$ cat src/rtl/ifsbd_pkg.sv
`timescale 1ns / 1ps
// ----------------------------------------------------------------------------
// ifsbd_pkg
// shared types and constants of the imu frame sync and bcd decoder
// ----------------------------------------------------------------------------
package ifsbd_pkg;

  localparam int FRAME_LENGTH_DEF = 29;
  localparam int BYTE_W           = 8;
  localparam int FIELD_W          = 17;
  localparam int NUM_FIELDS       = 6;
  localparam int OUT_DATA_W       = ((NUM_FIELDS * FIELD_W + 7) / 8) * 8;

  localparam logic [BYTE_W-1:0] HEADER_RESET = 8'h84;
  localparam logic signed [FIELD_W-1:0] ANGLE_WRAP = 17'sd36000;

  // byte index of the first byte of each field in the frame
  localparam int ROLL_AT   = 1;
  localparam int PITCH_AT  = 4;
  localparam int YAW_AT    = 7;
  localparam int RATE_X_AT = 19;
  localparam int RATE_Y_AT = 22;
  localparam int RATE_Z_AT = 25;

  typedef struct packed {
    logic [BYTE_W-1:0] b0;
    logic [BYTE_W-1:0] b1;
    logic [BYTE_W-1:0] b2;
  } field_bytes_t;

endpackage

$ cat src/rtl/imu_frame_sync_bcd_decoder.sv
`timescale 1ns / 1ps
// ----------------------------------------------------------------------------
// imu_frame_sync_bcd_decoder
// header sync, frame capture in a row of byte cells and six-field bcd decode
// ----------------------------------------------------------------------------
// the result word passes through the fire, dec_valid and output registers
// after the last frame byte is accepted
// throughput: one byte per cycle while s_tready is high, set by the byte cell shift line
// s_tready drops only on the frame-ending byte while the previous result
// is still in the decode stages or unsent
// reset (rst, synchronous): position back to header search, pipeline
// emptied, header_byte back to 0x84; the byte cells are not cleared
module imu_frame_sync_bcd_decoder
  import ifsbd_pkg::*;
#(
  parameter int FRAME_LENGTH = FRAME_LENGTH_DEF
) (
  input  logic                  clk,
  input  logic                  rst,
  input  logic                  cfg_wr_en,
  input  logic [BYTE_W-1:0]     cfg_wr_data,   // header_byte
  input  logic                  s_tvalid,
  output logic                  s_tready,
  input  logic [BYTE_W-1:0]     s_tdata,       // rx_byte
  output logic                  m_tvalid,
  input  logic                  m_tready,
  output logic [OUT_DATA_W-1:0] m_tdata        // roll, pitch, yaw, rate_x, rate_y, rate_z, pad
);

  localparam int POS_W = $clog2(FRAME_LENGTH);
  localparam logic [POS_W-1:0] LAST_POS = POS_W'(FRAME_LENGTH - 1);

  logic [BYTE_W-1:0] header_byte;
  logic [POS_W-1:0]  pos;
  logic [POS_W-1:0]  pos_next;
  logic              take;
  logic              last;
  logic              fire;
  logic              dec_valid;

  logic [BYTE_W-1:0] cells [FRAME_LENGTH];

  field_bytes_t              fb     [NUM_FIELDS];
  logic signed [FIELD_W-1:0] res    [NUM_FIELDS];
  logic                      wrap_f [NUM_FIELDS];

  assign s_tready = !((pos == LAST_POS) && (fire || dec_valid || m_tvalid));
  assign take     = s_tvalid && s_tready && ((pos != '0) || (s_tdata == header_byte));
  assign last     = take && (pos == LAST_POS);

  always_comb begin
    pos_next = pos;
    if (last) begin
      pos_next = '0;
    end else if (take) begin
      pos_next = pos + POS_W'(1);
    end
  end

  always_ff @(posedge clk) begin
    if (rst) begin
      header_byte <= HEADER_RESET;
      pos         <= '0;
      fire        <= 1'b0;
      dec_valid   <= 1'b0;
    end else begin
      if (cfg_wr_en) begin
        header_byte <= cfg_wr_data;
      end
      pos       <= pos_next;
      fire      <= last;
      dec_valid <= fire;
    end
  end

  // newest byte in cell 0
  genvar gi;
  generate
    for (gi = 0; gi < FRAME_LENGTH; gi++) begin : g_cell
      if (gi == 0) begin : g_first
        ifsbd_byte_cell u_cell (
          .clk   (clk),
          .shift (take),
          .d_in  (s_tdata),
          .q     (cells[gi])
        );
      end else begin : g_rest
        ifsbd_byte_cell u_cell (
          .clk   (clk),
          .shift (take),
          .d_in  (cells[gi-1]),
          .q     (cells[gi])
        );
      end
    end
  endgenerate

  always_comb begin
    fb[0] = '{cells[FRAME_LENGTH-1-ROLL_AT],   cells[FRAME_LENGTH-2-ROLL_AT],
              cells[FRAME_LENGTH-3-ROLL_AT]};
    fb[1] = '{cells[FRAME_LENGTH-1-PITCH_AT],  cells[FRAME_LENGTH-2-PITCH_AT],
              cells[FRAME_LENGTH-3-PITCH_AT]};
    fb[2] = '{cells[FRAME_LENGTH-1-YAW_AT],    cells[FRAME_LENGTH-2-YAW_AT],
              cells[FRAME_LENGTH-3-YAW_AT]};
    fb[3] = '{cells[FRAME_LENGTH-1-RATE_X_AT], cells[FRAME_LENGTH-2-RATE_X_AT],
              cells[FRAME_LENGTH-3-RATE_X_AT]};
    fb[4] = '{cells[FRAME_LENGTH-1-RATE_Y_AT], cells[FRAME_LENGTH-2-RATE_Y_AT],
              cells[FRAME_LENGTH-3-RATE_Y_AT]};
    fb[5] = '{cells[FRAME_LENGTH-1-RATE_Z_AT], cells[FRAME_LENGTH-2-RATE_Z_AT],
              cells[FRAME_LENGTH-3-RATE_Z_AT]};
  end

  generate
    for (gi = 0; gi < NUM_FIELDS; gi++) begin : g_dec
      assign wrap_f[gi] = (gi < 3);
      ifsbd_field_decode u_dec (
        .clk      (clk),
        .load     (fire),
        .wrap     (wrap_f[gi]),
        .bytes_in (fb[gi]),
        .result   (res[gi])
      );
    end
  endgenerate

  // output word register
  always_ff @(posedge clk) begin
    if (rst) begin
      m_tvalid <= 1'b0;
    end else if (dec_valid) begin
      m_tvalid <= 1'b1;
    end else if (m_tready) begin
      m_tvalid <= 1'b0;
    end
  end

  always_ff @(posedge clk) begin
    if (dec_valid) begin
      m_tdata <= {(OUT_DATA_W - NUM_FIELDS * FIELD_W)'(0),
                  res[5], res[4], res[3], res[2], res[1], res[0]};
    end
  end

endmodule

$ cat src/rtl/ifsbd_byte_cell.sv
`timescale 1ns / 1ps
// ----------------------------------------------------------------------------
// ifsbd_byte_cell
// one byte of the frame shift line, handed on to the next cell on each shift
// ----------------------------------------------------------------------------
module ifsbd_byte_cell
  import ifsbd_pkg::*;
(
  input  logic              clk,
  input  logic              shift,
  input  logic [BYTE_W-1:0] d_in,
  output logic [BYTE_W-1:0] q
);

  always_ff @(posedge clk) begin
    if (shift) begin
      q <= d_in;
    end
  end

endmodule

$ cat src/rtl/ifsbd_field_decode.sv
`timescale 1ns / 1ps
// ----------------------------------------------------------------------------
// ifsbd_field_decode
// sign-magnitude bcd field: registered magnitude, then sign and angle wrap
// ----------------------------------------------------------------------------
module ifsbd_field_decode
  import ifsbd_pkg::*;
(
  input  logic                      clk,
  input  logic                      load,
  input  logic                      wrap,
  input  field_bytes_t              bytes_in,
  output logic signed [FIELD_W-1:0] result
);

  logic [17:0] sum;
  logic [15:0] mag;
  logic        neg;
  logic signed [FIELD_W-1:0] pos_val;
  logic signed [FIELD_W-1:0] neg_val;

  assign sum = 18'(bytes_in.b0[3:0]) * 18'd10000
             + 18'(bytes_in.b1[7:4]) * 18'd1000
             + 18'(bytes_in.b1[3:0]) * 18'd100
             + 18'(bytes_in.b2[7:4]) * 18'd10
             + 18'(bytes_in.b2[3:0]);

  always_ff @(posedge clk) begin
    if (load) begin
      mag <= sum[15:0];
      neg <= (bytes_in.b0[7:4] != 4'd0);
    end
  end

  always_comb begin
    pos_val = signed'({1'b0, mag});
    neg_val = -pos_val;
    if (!neg) begin
      result = pos_val;
    end else if (wrap && (mag != 16'd0)) begin
      result = neg_val + ANGLE_WRAP;
    end else begin
      result = neg_val;
    end
  end

endmodule

$ cat config.mk
export PLATFORM = sky130hd
export DESIGN_NAME = imu_frame_sync_bcd_decoder
export DESIGN_NICKNAME = d
export VERILOG_FILES = /design/src/rtl/ifsbd_pkg.sv /design/src/rtl/imu_frame_sync_bcd_decoder.sv /design/src/rtl/ifsbd_byte_cell.sv /design/src/rtl/ifsbd_field_decode.sv
export SDC_FILE = /design/constraint.sdc
export NUM_CORES = 1
export LEC_CHECK = 0
export ABC_AREA = 1
export BUFFER_PORTS_ARGS = -buffer_cell sky130_fd_sc_hd__clkbuf_2
export CAP_MARGIN = 20
export CELL_PAD_IN_SITES_DETAIL_PLACEMENT = 1
export CELL_PAD_IN_SITES_GLOBAL_PLACEMENT = 1
export CORE_MARGIN = 2
export CORE_UTILIZATION = 41
export CTS_BUF_LIST = sky130_fd_sc_hd__clkbuf_4 sky130_fd_sc_hd__clkbuf_8
export CTS_CLUSTER_DIAMETER = 150
export DETAILED_ROUTE_END_ITERATION = 10
export GPL_ROUTABILITY_DRIVEN = 0
export PLACE_DENSITY = 0.73
export SLEW_MARGIN = 40
export SYNTH_ARGS = -nofsm -noshare
export SYNTH_HDL_FRONTEND = slang
export SYNTH_SLANG_ARGS = --single-unit
export TNS_END_PERCENT = 100
$ cat constraint.sdc
create_clock -name clk -period 5.24 [get_ports clk]
set_input_delay 0.786 -clock clk [delete_from_list [all_inputs] [get_ports clk]]
set_output_delay 0.786 -clock clk [all_outputs]
set_load 0.01 [all_outputs]
==> impl_metrics.toml, run 1 <==
[run_status]
outcome = "complete, no violations"

[floorplanning]
core_sq_um = 72800
dieWidth_microns = 275
chipHeight_microns = 275
fp-row-count = 99
initial_core_util_pct = 41.4
num_io_pins = 127
die_area_sq_um = 75700

[clocking]
cts.sinks = 444
numCtsBuffers = 79
cts_tree = "built"
hold_buffers = 0
clk_path_buf_depth = 3
root_buffer = "clkbuf_8"
clk_latency_ns = 0.68
cts.htree.levels = 3
path_clk_slew_ns = 0.07

[timing]
fmax_ghz = 0.199
period_minus_slack_ns = 5.02
skew_ns = 0.0596
worst_pin_slew_ns = 0.804
slew_headroom_pct = 46.4
fin_crit_sh_pct = 95.9
whs_ns = 0.297
slew_violations = 0
final-setup-viol-count = 0
hold_violations = 0

[global_route]
grt_pass1_vias = 21700
grt.total_usage_pct = 17.8
antenna_found_initial = 1
grt_max_degree = 107
grt_overflow = 0
grt_first_pass_wirelength_microns = 109000

[placed_design]
io_buffers = 124
dp_hpwl_microns = 52000

[detailed_routing]
antenna_left = 0
viasPerCell = 4.90
wirelength_microns = 66200
route.vias.total = 19400
drt_iter0_drc = 776
wl_per_cell_microns = 16.7
drc = 0
firstDrtPassIters = 5

[synthesis]
synth-edff-count = 428
syn-cell-area_sq_um = 30100
ys_seq_elements = 444
synthArstFlopShare_pct = 0
synth_area_leaders = "edfxtp_1 43%, ha_1 17%, fa_1 11%, inv_1 6.1%, nand2_1 3.9%"
synthCells = 2717
synth.top_cell.area_share_pct = 42.7
syn_avg_cell_area_sq_um = 11.1
ys.flop_type = "edfxtp_1"
synth_top_area_cell = "edfxtp_1"
yosysMostFrequentCell = "inv_1"
synth_commonest_cells = "493 x inv_1, 428 x edfxtp_1, 402 x ha_1"
synth_cell_types = 56
yosysWarnings = 0
ys_seq_area_share_pct = 43.7

[final_layout]
drive_above_1_share_pct = 12.9
area_growth_pct = 12.4
fin_util_pct = 46.5
nNetsFinal = 3531

[critical_path]
crit_type = "reg2reg"
cp-end-kind = "flip-flop"
rrSetupSlack_ns = 0.22
crit_fanout = 4
critPathLaunchType = "flip-flop"
worstPathArrival_ns = 5.41
required_ns = 5.63

[hold_path]
hp-class = "in2reg"

[job]
drv_cap = 0

[pwr]
p_leak_nw = 15.2
ir_drop_v = 0.000162
power.density_nw_per_um2 = 231
where the power goes:
part	leakage (nW)	switching (W)	internal (W)	total [W]
sequential	3.99	0.0000113	0.00389	0.00390
combinational	10.3	0.000312	0.000226	0.000538
clock	0.854	0.00154	0.00186	0.00340
total	15.2	0.00186	0.00597	0.00783
cell type report:
class                           instances  area, sq um
Antenna cell                            1         2.50
Clock inverter                         45          420
Tap cell                              959         1200
Fill cell                            7911        39000
Inverter                              511         1930
Timing Repair Buffer                  159          891
Multi-Input combinational cell       1751        15000
Clock buffer                           96         1210
Sequential cell                       444        13200
routing by layer:
layer | GRT usage (%) | vias to the layer above | routed length [microns]
li1 | - | 9482 | -
met1 | 21.5 | 9615 | 28300
met2 | 32.7 | 233 | 34600
met3 | 2.65 | 113 | 1630
met4 | 5.56 | 0 | 1690
met5 | 0 | - | 0
through the flow:
step / TNS, ns / total power (W) / instance area, sq um / cells / setup WS [ns]
2_1_floorplan: 0 / 0.00437 / 30100 / 2718 / 0.478
6_report: 0 / 0.00783 / 33900 / 3966 / 0.217
4_1_cts: 0 / 0.00795 / 33600 / 3942 / 0.0622
3_5_place_dp: 0 / 0.00450 / 32000 / 3801 / 0.0980
3_3_place_gp: 0 / 0.00448 / 32000 / 3801 / 0.334
5_1_grt: -0.0626 / 0.00817 / 33900 / 3966 / -0.0374
what timing repair did:
action                                  CTS  global route
gates resized for setup                   0            13
endpoints found under the setup margin    0            10
endpoints found under the hold margin     0             0
buffers inserted                          0            23
flip-flops by register name (all words and copies together) (netlist names):
| register | cells |
|---|---|
| dec_valid | 1 |
| fire | 1 |
| g_cell.g_first.u_cell.q | 8 |
| g_cell.g_rest.u_cell.q | 216 |
| g_dec.u_dec.mag | 96 |
| g_dec.u_dec.neg | 6 |
| header_byte | 8 |
| m_tdata | 102 |
| m_tvalid | 1 |
| pos | 5 |
worst max-delay path, cell delays in order, from the launching register on:
cell and delay, ns:
edfxtp_1 0.49, fa_2 0.66, inv_1 0.10, fa_1 0.51, inv_1 0.04, ha_1 0.36, nand2_1 0.08, o21ai_1 0.19
xor2_1 0.22, fa_1 0.45, inv_1 0.07, ha_1 0.23, ha_1 0.37, nand2_1 0.09, o21ai_0 0.23, a21oi_2 0.07
o21ai_1 0.21, nand2_1 0.10, nand2_1 0.07, a21oi_1 0.07, xor2_1 0.14
cells by family (layout without fill, tap and decap cells):
family | after synthesis | in the layout | synth area share, %
AND/OR/NAND/NOR | 657 | 657 | 9.99
adder cells (fa/ha/maj) | 564 | 564 | 27.5
buffers and inverters | 523 | 811 | 6.56
flip-flops | 444 | 444 | 43.7
AO/OA/AOI/OAI | 296 | 296 | 5.43
XOR/XNOR | 232 | 232 | 6.82
other | 1 | 3 | 0.0124
worst paths after layout:
check                                                    from                             to  cells after the start
worst max-delay path             g_cell[8].g_rest.u_cell.q[5]         g_dec[3].u_dec.mag[15]                     20
worst min register to register  g_cell[17].g_rest.u_cell.q[3]  g_cell[18].g_rest.u_cell.q[3]                      0
worst min-delay path                                      rst                      dec_valid                      2
worst max register to register   g_cell[8].g_rest.u_cell.q[5]         g_dec[3].u_dec.mag[15]                     20
cells in the final DEF (no fill, tap or decap), drive strengths merged, types with 2 or more instances in the layout:
master / synthesis / layout
inv: 508 / 514
edfxtp: 428 / 428
ha: 402 / 402
nand2: 337 / 337
clkbuf: 7 / 220
fa: 162 / 162
nor2: 156 / 156
xor2: 130 / 130
a21oi: 129 / 129
o21ai: 111 / 111
xnor2: 102 / 102
nand3: 102 / 102
buf: 5 / 35
clkinv: 3 / 33
nor3: 18 / 18
dfxtp: 16 / 16
nand4: 15 / 15
a31oi: 14 / 14
or2: 10 / 10
o31ai: 9 / 9
a21o: 9 / 9
o21bai: 7 / 7
nor4: 7 / 7
or4: 6 / 6
bufinv: 0 / 6
o2111ai: 4 / 4
a211oi: 4 / 4
clkinvlp: 0 / 3
and2: 2 / 2
nand3b: 2 / 2
o311ai: 2 / 2
o22ai: 2 / 2
conb: 1 / 2
No activity file was read; power rests on OpenSTA's default activity.
==> run 2, diff against run 1 <==
Settings changed: CTS_BUF_LIST sky130_fd_sc_hd__clkbuf_4 sky130_fd_sc_hd__clkbuf_8 to sky130_fd_sc_hd__clkbuf_4 sky130_fd_sc_hd__clkbuf_8 sky130_fd_sc_hd__clkbuf_16, CTS_CLUSTER_DIAMETER 150 to 30.
==> run 2 against run 1 <==
- first-iteration DRC count up 1.4%
- via count up 2.0%
- register-to-register slack better by 0.02 ns
- critical path type unchanged
- clock power up 97%
==> impl_metrics.toml, run 2 (synthesized netlist as in run 1, its figures left out) <==
[critical_path]
cpPeakStageDelay_ns = 0.65
cp_num_buf_inv = 2
cp_common_cell = "ha_1"
cp-end-kind = "flip-flop"
reg2reg_depth = 18
crit_type = "reg2reg"
slowest_stage = "fa_2"
required_ns = 5.62
worstPathArrival_ns = 5.39
r2r_end = "g_dec[1].u_dec.mag[15]"
rrSetupSlack_ns = 0.23
crit_chain = "fa_2, inv_1, fa_1, inv_1, ha_1, a21oi_1, nand2_1, a21oi_1, o21ai_0, a21o_1, a21oi_1, xnor2_1, ha_1, ha_1, ha_1, nand4_1, o311ai_1, xnor2_1"
path_delay_family = "adder cells"
r2r-start = "g_cell[23].g_rest.u_cell.q[5]"
critPathLaunchType = "flip-flop"
crit_fanout = 4

[timing]
worst_pin_slew_ns = 0.815
final-setup-viol-count = 0
rsz0062_at_grt = "yes"
fmax_ghz = 0.200
slew_headroom_pct = 45.7
skew_ns = 0.0785
period_minus_slack_ns = 5.01
fin_crit_sh_pct = 95.6
hold_violations = 0
slew_violations = 0
fin_ws_ns = 0.232

[floorplanning]
initial_core_util_pct = 41.4
die_area_sq_um = 75700
core_sq_um = 72800
fp-row-count = 99
dieWidth_microns = 275
chipHeight_microns = 275
num_io_pins = 127

[hold_path]
hp-class = "in2reg"
hold_depth = 2
holdPathEnd = "dec_valid"
hp-start = "rst"

[detailed_routing]
route.vias.total = 19800
drc = 0
viasPerCell = 4.94
antenna_left = 0
firstDrtPassIters = 4
wl_per_cell_microns = 17.4
wirelength_microns = 69900
drt_iter0_drc = 787

[job]
drv_cap = 0

[final_layout]
fin_util_pct = 49.4
reg.largest.list = "g_cell.g_rest.u_cell.q x216, m_tdata x102, g_dec.u_dec.mag x96"
drive_above_1_share_pct = 14.7
final_common_cell = "inv_1"
largest_register_ffs = 216
area_growth_pct = 19.3
insertedDiodeCount = 0
nNetsFinal = 3555
mostFrequentLayoutCells = "493 x inv_1, 428 x edfxtp_1, 402 x ha_1"
largest_register = "g_cell.g_rest.u_cell.q"

[clocking]
numCtsBuffers = 100
root_buffer = "clkbuf_16"
clk_latency_ns = 0.69
cts_tree = "built"
cts.htree.levels = 3
cts.sinks = 444
hold_buffers = 0
path_clk_slew_ns = 0.05
clk_path_buf_depth = 3

[global_route]
grt_first_pass_wirelength_microns = 115000
grt_pass1_vias = 22400
grt_max_degree = 107
grt.total_usage_pct = 18.9
grt_overflow = 0
antenna_found_initial = 1

[placed_design]
dp_hpwl_microns = 52000
io_buffers = 124
place_ws_ns = 0.0980

[pwr]
p_leak_nw = 16.1
power.density_nw_per_um2 = 310
ir_drop_v = 0.000308

[run_status]
outcome = "complete, no violations"
## run 2: cell count changes in the layout (fill, tap and decap cells not counted), sizes merged, moves of 2 or more
| cell | before | now |
|---|---|---|
| clkbuf | 220 | 235 |
| clkinvlp | 3 | 15 |
| bufinv | 6 | 16 |
| clkinv | 33 | 42 |
| buf | 35 | 38 |
| inv | 514 | 516 |
## run 2: layout make-up
| class | count | area (sq um) |
|---|---|---|
| fill | 7747 | 36900 |
| multi-input combinational | 1751 | 15000 |
| sequential | 444 | 13200 |
| clock buffer | 111 | 2620 |
| inverter | 511 | 1930 |
| tap | 959 | 1200 |
| clock inverter | 78 | 1090 |
| timing repair buffer | 162 | 913 |
## run 2: worst max-delay path by stage
stage | depth (start not counted) | endpoint | slack (ns) | from
detailed placement | 20 | g_dec[3].u_dec.mag[15] | 0.1 | g_cell[8].g_rest.u_cell.q[5]
finish | 18 | g_dec[1].u_dec.mag[15] | 0.23 | g_cell[23].g_rest.u_cell.q[5]
CTS | 20 | g_dec[3].u_dec.mag[15] | 0.01 | g_cell[8].g_rest.u_cell.q[5]
global route | 18 | g_dec[1].u_dec.mag[15] | -0.04 | g_cell[23].g_rest.u_cell.q[5]
global placement | 20 | g_dec[3].u_dec.mag[15] | 0.33 | g_cell[8].g_rest.u_cell.q[5]
floorplan | 9 | pos[4] | 0.48 | dec_valid
## run 2: per-layer routing
| metal | track usage [%] | vias to the layer above | share of wire (%) |
|---|---|---|---|
| li1 | - | 9577 | - |
| met1 | 22.1 | 9825 | 42 |
| met2 | 35.1 | 282 | 53 |
| met3 | 2.88 | 141 | 2.9 |
| met4 | 6.50 | 2 | 2.6 |
| met5 | 0 | - | 0.011 |
## run 2: through the flow
step           total power [W]  instances  cell area (sq um)  hold WS, ns  TNS [ns]
2_1_floorplan          0.00437       2718              30100        0.400         0
3_3_place_gp           0.00448       3801              32000        0.401         0
3_5_place_dp           0.00450       3801              32000        0.406         0
4_1_cts                 0.0113       3990              35700        0.248         0
5_1_grt                 0.0115       4016              36000        0.278   -0.0880
6_report                0.0111       4016              36000        0.297         0
## run 2: power by group
group	switching, W	leakage (nW)	internal [W]
Clock	0.00224	1.76	0.00445
Sequential	0.0000115	3.99	0.00389
Combinational	0.000321	10.3	0.000227
## run 2: repair_timing
action | 4_1_cts | 5_1_grt
setup endpoints to repair | 0 | 14
resized for setup | 0 | 18
buffers inserted | 0 | 26
endpoints found under the hold margin | 0 | 0
